--- src/design/spq_pkg.sv ---
// Shared types, codes and defaults for the strict priority queue scheduler.
// No dependencies; imported by every module of the block.
`timescale 1ns / 1ps

package spq_pkg;

	localparam int unsigned NUM_CLASSES_DEF = 16;
	localparam int unsigned CLASS_DEPTH_DEF = 8;

	localparam int unsigned SIZE_W  = 16;
	localparam int unsigned CLASS_W = 4;
	localparam int unsigned FLOW_W  = 8;
	localparam int unsigned STAT_W  = 2;
	localparam int unsigned DROP_W  = 16;

	localparam logic [DROP_W-1:0] DROP_MAX = {DROP_W{1'b1}};

	// commands
	localparam logic CMD_ENQ = 1'b0;
	localparam logic CMD_DEQ = 1'b1;

	// result status codes
	localparam logic [STAT_W-1:0] ST_ENQUEUED = 2'd0;
	localparam logic [STAT_W-1:0] ST_DROPPED  = 2'd1;
	localparam logic [STAT_W-1:0] ST_DEQUEUED = 2'd2;
	localparam logic [STAT_W-1:0] ST_EMPTY    = 2'd3;

	typedef struct packed {
		logic              cmd;
		logic [SIZE_W-1:0]  pkt_size;
		logic [CLASS_W-1:0] pkt_class;
		logic [FLOW_W-1:0]  pkt_flow;
	} in_item_t;

	typedef struct packed {
		logic [STAT_W-1:0]  status;
		logic [SIZE_W-1:0]  out_size;
		logic [CLASS_W-1:0] out_class;
		logic [FLOW_W-1:0]  out_flow;
		logic [DROP_W-1:0]  drops_total;
	} out_item_t;

	// stored packet descriptor
	typedef struct packed {
		logic [SIZE_W-1:0] size;
		logic [FLOW_W-1:0] flow;
	} desc_t;

	// per-transaction outcome from the queue controller
	typedef struct packed {
		logic [STAT_W-1:0]  status;
		logic [CLASS_W-1:0] out_class;
		logic [DROP_W-1:0]  drops_total;
	} decision_t;

endpackage

--- src/design/spq_mem.sv ---
// Descriptor RAM: one ring per class, single port, registered read data.
// Depends on spq_pkg.
`timescale 1ns / 1ps

module spq_mem
	import spq_pkg::*;
#(
	parameter int unsigned DEPTH  = NUM_CLASSES_DEF * CLASS_DEPTH_DEF,
	parameter int unsigned ADDR_W = $clog2(DEPTH)
) (
	input  logic              clk,
	input  logic              we,
	input  logic              re,
	input  logic [ADDR_W-1:0] addr,
	input  desc_t             wdata,
	output desc_t             rdata
);

	desc_t mem [DEPTH];

	always_ff @(posedge clk) begin
		if (we) begin
			mem[addr] <= wdata;
		end
		if (re) begin
			rdata <= mem[addr];
		end
	end

endmodule

--- src/design/spq_ctrl.sv ---
// Queue controller: per-class head/tail/count, highest non-empty class pick,
// saturating drop counter and RAM address generation. Depends on spq_pkg.
`timescale 1ns / 1ps

module spq_ctrl
	import spq_pkg::*;
#(
	parameter int unsigned NUM_CLASSES = NUM_CLASSES_DEF,
	parameter int unsigned CLASS_DEPTH = CLASS_DEPTH_DEF,
	parameter int unsigned ADDR_W      = $clog2(NUM_CLASSES * CLASS_DEPTH)
) (
	input  logic              clk,
	input  logic              arst_n,
	input  logic              fire,
	input  in_item_t          item,
	output decision_t         dec,
	output logic              mem_we,
	output logic              mem_re,
	output logic [ADDR_W-1:0] mem_addr
);

	localparam int unsigned CLS_W = $clog2(NUM_CLASSES);
	localparam int unsigned PTR_W = $clog2(CLASS_DEPTH);
	localparam int unsigned CNT_W = $clog2(CLASS_DEPTH + 1);

	logic [PTR_W-1:0] head_q  [NUM_CLASSES];
	logic [PTR_W-1:0] tail_q  [NUM_CLASSES];
	logic [CNT_W-1:0] count_q [NUM_CLASSES];
	logic [DROP_W-1:0] drop_q;

	logic [NUM_CLASSES-1:0] nonempty;
	logic [CLS_W-1:0]       enq_cls;
	logic [CLS_W-1:0]       deq_cls;
	logic                   any_pkt;
	logic                   enq_full;
	logic                   do_enq;
	logic                   do_deq;
	logic                   do_drop;
	logic [DROP_W-1:0]      drop_upd;

	// out-of-range class folds onto the top class
	always_comb begin
		if (32'(item.pkt_class) >= NUM_CLASSES) begin
			enq_cls = CLS_W'(NUM_CLASSES - 1);
		end else begin
			enq_cls = CLS_W'(item.pkt_class);
		end
	end

	// priority encoder, highest-numbered non-empty class wins
	always_comb begin
		deq_cls = '0;
		for (int c = 0; c < NUM_CLASSES; c++) begin
			nonempty[c] = (count_q[c] != '0);
			if (nonempty[c]) begin
				deq_cls = CLS_W'(c);
			end
		end
		any_pkt = |nonempty;
	end

	assign enq_full = (count_q[enq_cls] == CNT_W'(CLASS_DEPTH));

	always_comb begin
		do_enq    = 1'b0;
		do_deq    = 1'b0;
		do_drop   = 1'b0;
		dec       = '0;
		mem_addr  = '0;
		if (item.cmd == CMD_ENQ) begin
			mem_addr = ADDR_W'(enq_cls) * ADDR_W'(CLASS_DEPTH) + ADDR_W'(tail_q[enq_cls]);
			if (enq_full) begin
				do_drop    = 1'b1;
				dec.status = ST_DROPPED;
			end else begin
				do_enq     = 1'b1;
				dec.status = ST_ENQUEUED;
			end
		end else begin
			mem_addr = ADDR_W'(deq_cls) * ADDR_W'(CLASS_DEPTH) + ADDR_W'(head_q[deq_cls]);
			if (any_pkt) begin
				do_deq        = 1'b1;
				dec.status    = ST_DEQUEUED;
				dec.out_class = CLASS_W'(deq_cls);
			end else begin
				dec.status = ST_EMPTY;
			end
		end
		drop_upd = (do_drop && drop_q != DROP_MAX) ? drop_q + 1'b1 : drop_q;
		dec.drops_total = drop_upd;
	end

	assign mem_we = fire && do_enq;
	assign mem_re = fire && do_deq;

	always_ff @(posedge clk or negedge arst_n) begin
		if (!arst_n) begin
			for (int c = 0; c < NUM_CLASSES; c++) begin
				head_q[c]  <= '0;
				tail_q[c]  <= '0;
				count_q[c] <= '0;
			end
			drop_q <= '0;
		end else if (fire) begin
			drop_q <= drop_upd;
			if (do_enq) begin
				tail_q[enq_cls]  <= (tail_q[enq_cls] == PTR_W'(CLASS_DEPTH - 1)) ?
					'0 : tail_q[enq_cls] + 1'b1;
				count_q[enq_cls] <= count_q[enq_cls] + 1'b1;
			end
			if (do_deq) begin
				head_q[deq_cls]  <= (head_q[deq_cls] == PTR_W'(CLASS_DEPTH - 1)) ?
					'0 : head_q[deq_cls] + 1'b1;
				count_q[deq_cls] <= count_q[deq_cls] - 1'b1;
			end
		end
	end

endmodule

--- src/design/strict_priority_queue_scheduler.sv ---
// Top level of the strict priority queue scheduler: input stage, result stage.
// Depends on spq_pkg, spq_ctrl and spq_mem.
//
//   channel | valid     | ready     | payload
//   --------+-----------+-----------+---------------------
//   input   | in_valid  | in_ready  | in_data  (in_item_t)
//   result  | out_valid | out_ready | out_data (out_item_t)
//
// One transaction per cycle sustained while the result side is not stalled; a
// transaction passes the input register, then the RAM read / result register,
// before out_valid rises.
// The single-port descriptor RAM with registered read is why the result stage is registered.
// Reset empties every class and clears the drop counter; RAM contents are
// not cleared. A stalled result holds both stages; the input stage still
// takes one transaction while the result stage waits.
`timescale 1ns / 1ps

module strict_priority_queue_scheduler
	import spq_pkg::*;
#(
	parameter int unsigned NUM_CLASSES = NUM_CLASSES_DEF,
	parameter int unsigned CLASS_DEPTH = CLASS_DEPTH_DEF
) (
	input  logic      clk,
	input  logic      arst_n,
	input  logic      in_valid,
	output logic      in_ready,
	input  in_item_t  in_data,
	output logic      out_valid,
	input  logic      out_ready,
	output out_item_t out_data
);

	localparam int unsigned DEPTH  = NUM_CLASSES * CLASS_DEPTH;
	localparam int unsigned ADDR_W = $clog2(DEPTH);

	logic      valid_s1;
	in_item_t  item_s1;
	logic      valid_s2;
	decision_t dec_s2;

	logic              adv;
	logic              fire;
	decision_t         dec;
	logic              mem_we;
	logic              mem_re;
	logic [ADDR_W-1:0] mem_addr;
	desc_t             wdata;
	desc_t             rdata;

	assign adv      = !valid_s2 || out_ready;
	assign in_ready = !valid_s1 || adv;
	assign fire     = valid_s1 && adv;

	always_ff @(posedge clk or negedge arst_n) begin
		if (!arst_n) begin
			valid_s1 <= 1'b0;
			valid_s2 <= 1'b0;
		end else begin
			if (in_ready) begin
				valid_s1 <= in_valid;
			end
			if (adv) begin
				valid_s2 <= valid_s1;
			end
		end
	end

	always_ff @(posedge clk) begin
		if (in_valid && in_ready) begin
			item_s1 <= in_data;
		end
		if (fire) begin
			dec_s2 <= dec;
		end
	end

	spq_ctrl #(
		.NUM_CLASSES (NUM_CLASSES),
		.CLASS_DEPTH (CLASS_DEPTH),
		.ADDR_W      (ADDR_W)
	) u_ctrl (
		.clk      (clk),
		.arst_n   (arst_n),
		.fire     (fire),
		.item     (item_s1),
		.dec      (dec),
		.mem_we   (mem_we),
		.mem_re   (mem_re),
		.mem_addr (mem_addr)
	);

	assign wdata.size = item_s1.pkt_size;
	assign wdata.flow = item_s1.pkt_flow;

	spq_mem #(
		.DEPTH  (DEPTH),
		.ADDR_W (ADDR_W)
	) u_mem (
		.clk   (clk),
		.we    (mem_we),
		.re    (mem_re),
		.addr  (mem_addr),
		.wdata (wdata),
		.rdata (rdata)
	);

	// RAM read data only updates on a dequeue, so it holds through stalls
	always_comb begin
		out_data             = '0;
		out_data.status      = dec_s2.status;
		out_data.out_class   = dec_s2.out_class;
		out_data.drops_total = dec_s2.drops_total;
		if (dec_s2.status == ST_DEQUEUED) begin
			out_data.out_size = rdata.size;
			out_data.out_flow = rdata.flow;
		end
	end

	assign out_valid = valid_s2;

endmodule

--- config.mk ---
export PLATFORM = sky130hd
export DESIGN_NAME = strict_priority_queue_scheduler
export DESIGN_NICKNAME = d
export VERILOG_FILES = /design/src/design/spq_pkg.sv /design/src/design/spq_mem.sv /design/src/design/spq_ctrl.sv /design/src/design/strict_priority_queue_scheduler.sv
export SDC_FILE = /design/constraint.sdc
export NUM_CORES = 2
export LEC_CHECK = 0
export BUFFER_PORTS_ARGS = -buffer_cell sky130_fd_sc_hd__buf_2
export CAP_MARGIN = 20
export CORE_MARGIN = 8
export CORE_UTILIZATION = 55
export CTS_CLUSTER_SIZE = 8
export DETAILED_ROUTE_END_ITERATION = 8
export MAX_ROUTING_LAYER = met4
export PLACE_DENSITY = 0.69
export SYNTH_ARGS = -nofsm -noshare
export SYNTH_HDL_FRONTEND = slang
export SYNTH_SLANG_ARGS = --single-unit
--- constraint.sdc ---
create_clock -name clk -period 8.84 [get_ports clk]
set_clock_uncertainty 0.1 [all_clocks]
set_input_delay 1.768 -clock clk [delete_from_list [all_inputs] [get_ports clk]]
set_output_delay 1.768 -clock clk [all_outputs]
set_load 0.01 [all_outputs]
# Word level (Yosys, flattened, before mapping)
# Memory sizes are Yosys's and may differ from the RTL's. A register that Yosys moved wholly into a read port is not among the register bits.
# Cells that the tools add are included.
[op_classes]
add_sub_neg = 7
multipliers = 0
n_div = 0
order_cmp = 4
eq_ne = 5
shifts = 0
muxes = 59
bitwise = 2
reduce_logical = 31
[ops]
columns = ["op", "n"]
rows = [
  ["64-bit two-way mux", 3],
  ["64-bit bitwise mux", 2],
  ["48-bit bitwise mux", 2],
  ["4-bit two-way mux", 20],
  ["4-bit nonzero test", 16],
  ["4-bit binary-select mux with 4-bit select", 2],
  ["4-bit demux with 4-bit select", 2],
  ["16-bit two-way mux", 2],
  ["3-bit binary-select mux with 4-bit select", 2],
  ["3-bit demux with 4-bit select", 2],
  ["3-bit two-way mux", 8],
  ["16-bit by 1-bit adder with 16-bit output, second input constant", 1],
  ["16-bit != test, second input constant", 1],
  ["16-bit OR reduction", 1],
  ["7-bit by 3-bit adder with 7-bit output", 2],
  ["1-bit two-way mux", 11],
  ["5-bit >= comparator, second input constant", 2],
  ["5-bit by 1-bit < comparator with 1-bit output, second input constant", 2],
  ["4-bit NOT with 5-bit output", 2],
  ["8-bit two-way mux", 1],
  ["1-bit logical AND", 7],
  ["7-bit two-way mux", 1],
  ["3-bit by 1-bit adder with 3-bit output, second input constant", 2],
  ["3-bit equality test, second input constant", 2],
  ["other kinds (8)", 12],
]
[totals]
ff_bits = 229
latch_bits = 0
mem_bits_rw = 3072
mem_bits_ro = 0
output_inout_bits = 48
elab_cells = 167
n_memories = 1
[mem_list]
columns = ["memory", "words", "width", "read_ports", "rd_clocked_by_memory_dff", "write_ports", "line", "rtl"]
rows = [
  ["u_mem.mem", 128, 24, 1, 1, 1, "spq_mem.sv:19", "desc_t mem [DEPTH];"],
]

# Logic depth before layout (Yosys ltp)
[logic_depth]
depth_word = 23
depth_mapped = 21
depth_no_buf = 15

# Modules after synthesis
# From an unflattened synthesis, not the netlist that was laid out.
[hier_totals]
cells_unflattened = 7900
hier_area_um2 = 130696.6
[modules_own_cells]
columns = ["module", "instances", "cells_each", "area_per_inst_um2", "seq_area_each_um2"]
rows = [
  ["spq_mem", 1, 6798, 118358.5, 92969.2],
  ["spq_ctrl", 1, 1016, 10515.1, 4404.2],
  ["strict_priority_queue_scheduler", 1, 86, 1823.0, 1581.5],
]

# Worst setup path before layout
# Ideal clock, no wire load.
[synth_path]
path_kind = "register to register"
start = "reg u_ctrl.count_q[17] in the netlist's numbering"
end = "mem u_mem.mem[110][0] in the netlist's numbering (enable)"
arrival_ps = 4863
required_ps = 8335
slack_ps = 3473
path_stages_with_launch = 17
path_buffers = 7
period_less_slack_ps = 5367
cell_sequence = "dfrtp_1 or4_4 or4_1 nor2_2 nand2_1 a21oi_1 a31oi_2 a31oi_1 buf_4 buf_6 buf_4 buf_2 buf_2 buf_2 nand3_1 clkbuf_1 nor2_1"
[synth_between]
elab_chain_cells = 12
word_cells_on_any_way = 21
[synth_lines]
columns = ["item", "line", "rtl"]
rows = [
  ["start: declaration", "spq_ctrl.sv:28", "logic [CNT_W-1:0] count_q [NUM_CLASSES];"],
  ["start signal: indexed assignment", "spq_ctrl.sv:109", "count_q[enq_cls] <= count_q[enq_cls] + 1'b1;"],
  ["start signal: indexed assignment", "spq_ctrl.sv:114", "count_q[deq_cls] <= count_q[deq_cls] - 1'b1;"],
  ["4-bit nonzero test", "spq_ctrl.sv:54", "nonempty[c] = (count_q[c] != '0);"],
  ["4-bit two-way mux (5 in a row)", "spq_ctrl.sv:55", "if (nonempty[c]) begin"],
  ["4-bit NOT with 5-bit output (not written as such)", "spq_ctrl.sv:80", "mem_addr = ADDR_W'(deq_cls) * ADDR_W'(CLASS_DEPTH) + ADDR_W'(head_q[deq_cls]);"],
  ["3-bit binary-select mux with 4-bit select", "spq_ctrl.sv:80", ""],
  ["3-bit two-way mux (not written as such) (2 in a row)", "spq_ctrl.sv:80", ""],
  ["7-bit by 3-bit adder with 7-bit output", "spq_ctrl.sv:80", ""],
  ["7-bit two-way mux", "spq_ctrl.sv:70", "if (item.cmd == CMD_ENQ) begin"],
  ["end: declaration", "spq_mem.sv:19", ""],
]
# Several ways; a longest one is shown, not always the timed one. The select of a mux whose other input is x is not followed.

# Worst setup path in the final report
[layout_path]
start = "reg u_ctrl.count_q[4] in the netlist's numbering"
end = "reg u_mem.rdata[14] (netlist name)"
[layout_between]
elab_chain_cells = 9
word_cells_on_any_way = 13
[layout_lines]
columns = ["item", "line"]
rows = [
  ["4-bit nonzero test *", "spq_ctrl.sv:54"],
  ["4-bit two-way mux (2 in a row)", "spq_ctrl.sv:55"],
  ["4-bit NOT with 5-bit output (not written as such)", "spq_ctrl.sv:80"],
  ["3-bit binary-select mux with 4-bit select", "spq_ctrl.sv:80"],
  ["3-bit two-way mux (not written as such) (2 in a row)", "spq_ctrl.sv:80"],
  ["7-bit by 3-bit adder with 7-bit output", "spq_ctrl.sv:80"],
  ["7-bit two-way mux", "spq_ctrl.sv:70"],
]
# Every way passes the cells marked *; elsewhere a longest branch is shown, timed or not. The select of a mux whose other input is x is not followed.
# A chain may end at the register's enable or synchronous reset.

==> qor.log <==
INFO  finish         final_nets=9370
INFO  sta            finalHoldViolCount=0
INFO  hold_path      worstHoldPathCells=2
INFO  die            std_cell_rows=179
INFO  synthesis      synth.top_cells.by_area=edfxtp_1 (72%), nand2_1 (5.5%), mux2i_1 (4.1%), dfrtp_1 (3.4%), a21oi_1 (2.3%)
INFO  sta            timing.max_slew.rel_slack=0.211
INFO  die            die_area=255000squm
INFO  grt            initial_antenna_violation_count=24
INFO  sta            report.final.setup_viol=0
INFO  worst_setup_path path_delay_family=simple AND/OR/NAND/NOR gates
INFO  clock_tree     tritoncts_clock_tree=yes
INFO  synthesis      synth-seq-area-share=0.753
INFO  synthesis      synth_edf_count=3147
INFO  route          drt_total_wl=382mm
INFO  die            start_util=0.553
INFO  pwr            fin_total_pwr=0.0397W
INFO  route          num_vias=82529
INFO  die            die_w=505microns
INFO  clock_tree     number_of_hold_buffers_added_after_cts=0
INFO  grt            grt_pass1_wl=548mm
INFO  synthesis      synth.largest_area_cell=edfxtp_1
INFO  clock_tree     cts_max_level=5
INFO  die            io-pin-count=81
INFO  worst_setup_path number_of_cells_on_the_critical_path=16
INFO  synthesis      syn-mean-instance-area=14.7squm
INFO  die            die_h=505microns
INFO  sta            slew_violations=0
INFO  worst_setup_path worst_setup_path_start_kind=flip-flop
INFO  worst_setup_path timing.critical_path.fanout_max=80
INFO  sta            unrepaired_setup_endpoints_after_global_routing=false
INFO  outcome        result_of_the_run=completed
INFO  clock_tree     clk_root_buffer_cell=clkbuf_16
INFO  grt            grt_max_degree=178
INFO  clock_tree     cts.path.max_buffers=4
INFO  run            max_cap_viol_count=0
INFO  die            fp.coreArea=238000squm
INFO  grt            grt_pass1_vias=81141
INFO  sta            transition_time_of_the_tightest_slew_check_pin=1170ps
INFO  synthesis      most_numerous_cell_in_the_yosys_netlist=edfxtp_1
INFO  synthesis      synthesis.yosys.warnings=0
INFO  worst_setup_path setup.worst_path.class=reg -> reg
INFO  synthesis      synth_top_flop_cell=edfxtp_1
INFO  placed_design  place_congestion=0.943
INFO  finish         layout-area-overhead-vs-synth=13.6%
INFO  sta            timing.final.crit_share=0.868
INFO  route          antenna_left=0
INFO  grt            groute.usage.overall=0.300
INFO  synthesis      synth_top_area_frac=0.719
INFO  worst_setup_path critical_path_arrival=8290ps
INFO  route          drt-wirelength-per-cell=30.3microns
INFO  clock_tree     tritoncts_sinks=3325
INFO  synthesis      postSynthNetCount=8999
INFO  clock_tree     cts_setup_buffers=0
INFO  worst_setup_path crit_slowest_cell=nor4b_1
INFO  worst_setup_path worstPathCellList=nor4_2, nand4_1, nor2_2, nand2_1, a21oi_1, a31oi_2, a31oi_4, buf_4, buf_4, buf_4, mux2i_1, a32oi_1, and4_1, nor4b_1, buf_4, nand4b_1
INFO  grt            overflow=0
INFO  worst_setup_path worstPathRequired=9460ps
INFO  synthesis      yosys-top-cells-count=edfxtp_1 (3147), nand2_1 (1912), a21oi_1 (605)
INFO  clock_tree     cts-buffers-inserted=466
INFO  synthesis      syn-cell-area=131000squm
INFO  clock_tree     cts_clock_pin_slew_for_the_worst_setup_and_hold_paths=50ps
INFO  worst_setup_path worstSetupEndpointType=flip-flop
INFO  pwr            power-per-cell-area=266nW/um^2
INFO  finish         num-fill-cells=16865
INFO  worst_setup_path r2r_cells=16
INFO  worst_setup_path worst_path_largest_cell_delay=850ps
INFO  sta            fmax=0.130GHz
INFO  finish         final_layout_size_suffix_gt1_frac=0.139
INFO  sta            tns=0ps
INFO  route          post-route-drc-count=0
INFO  finish         multi_input_area=30700squm
INFO  synthesis      synthCells=8958
INFO  synthesis      yosys_register_bits=3325
INFO  route          detail_route.first_pass.iterations=9
INFO  clock_tree     postCtsResizedCells=0
INFO  worst_setup_path critical_path_buf_inv_count=4
INFO  synthesis      async_flop_share=0.0535
INFO  finish         final-seq-area=99000squm
INFO  pwr            cellLeakagePower=51.3nW
INFO  placed_design  hpwlAfterDp=213mm
INFO  sta            final_worst_hold_slack=386ps
INFO  placed_design  placement.io_buffers=80
INFO  pwr            worst_ir_drop_vdd=0.226mV
INFO  synthesis      netlist-cell-type-count=92
INFO  route          drt_iter0_drc=11341
INFO  hold_path      hold_class=reg -> reg
INFO  worst_setup_path critical_path.most_common_cell=buf_4
INFO  route          drt-vias-per-instance=6.55
INFO  sta            final_period_minus_worst_setup_slack=7670ps
INFO  clock_tree     clk_latency=1020ps
-- where the power goes --
group | switching (W) | internal [W] | total [W]
logic | 0.00446 | 0.00195 | 0.00642
registers | 0.000301 | 0.0176 | 0.0179
clock network | 0.00603 | 0.00933 | 0.0154
-- cell families after synthesis --
family / synth area share
DFF: 0.753
adders and majority gates: 0.000761
buffers and inverters: 0.0184
xor gates and xnor gates: 0.00207
AOI/OAI and AO/OA: 0.0602
muxes: 0.0636
and+or+nand+nor: 0.102
-- through the flow --
step | utilization | instances | cell area (sq um) | worst slack (ps)
2_1_floorplan | - | 8958 | 131000 | 3470
3_3_place_gp | 0.576 | 12018 | 137000 | 1400
3_5_place_dp | 0.576 | 12022 | 137000 | 1410
4_1_cts | 0.627 | 12573 | 149000 | 1330
5_1_grt | 0.628 | 12594 | 149000 | 980
6_report | 0.628 | 12598 | 149000 | 1170
-- worst paths after layout --
check / start / to / slack [ps]
max reg2reg: u_ctrl.count_q[4] / u_mem.rdata[14] / 1170
min: u_ctrl.tail_q[15] / u_ctrl.tail_q[15] / 390
max in group asynchronous: arst_n / u_ctrl.tail_q[7] / 6550
max: u_ctrl.count_q[4] / u_mem.rdata[14] / 1170
min reg2reg: u_ctrl.tail_q[15] / u_ctrl.tail_q[15] / 390
min in group asynchronous: arst_n / u_ctrl.drop_q[11] / 660
-- worst register-to-register path: stages (launching register included) --
cell and delay, ps:
dfrtp_1 420, nor4_2 760, nand4_1 680, nor2_2 440, nand2_1 250, a21oi_1 250, a31oi_2 210, a31oi_4 600
buf_4 310, buf_4 690, buf_4 740, mux2i_1 300, a32oi_1 110, and4_1 240, nor4b_1 850, buf_4 330
nand4b_1 110
-- layer usage --
metal	GRT usage	routed length, microns	vias to the layer above
met4	0.155	22800	0
li1	-	-	34614
met2	0.460	177000	5325
met1	0.377	139000	41501
met5	-	0	-
met3	0.0685	43300	1089
-- cell type report --
class	count	area share
inverter	13	0.000335
clock inverter	10	0.00101
timing repair buffer	440	0.0234
tap	3167	0.0265
sequential	3325	0.663
antenna	19	0.000318
clock buffer	541	0.0806
multi-input combinational	5083	0.205
-- flip-flops by register name (all words and copies together), names as in the netlist --
name            count
item_s1            29
out_data           22
out_valid           1
u_ctrl.count_q     64
u_ctrl.drop_q      16
u_ctrl.head_q      48
u_ctrl.tail_q      48
u_mem.mem        3072
u_mem.rdata        24
valid_s1            1
-- cells in the final DEF, fill, tap and decap left out, types with 85 or more instances in the layout --
cell type,netlist,final
a21oi_1,605,602
a32oi_1,93,93
nor2_2,4,131
nand3_1,463,461
clkbuf_16,0,470
nand2_1,1912,1908
nor4_1,107,105
dfrtp_1,178,178
nor2_1,257,125
o22ai_1,279,279
mux4_2,87,87
edfxtp_1,3147,3147
mux2_2,85,85
mux2i_1,542,542
buf_4,35,323
Note: power is estimated with default switching activity, not from simulation.
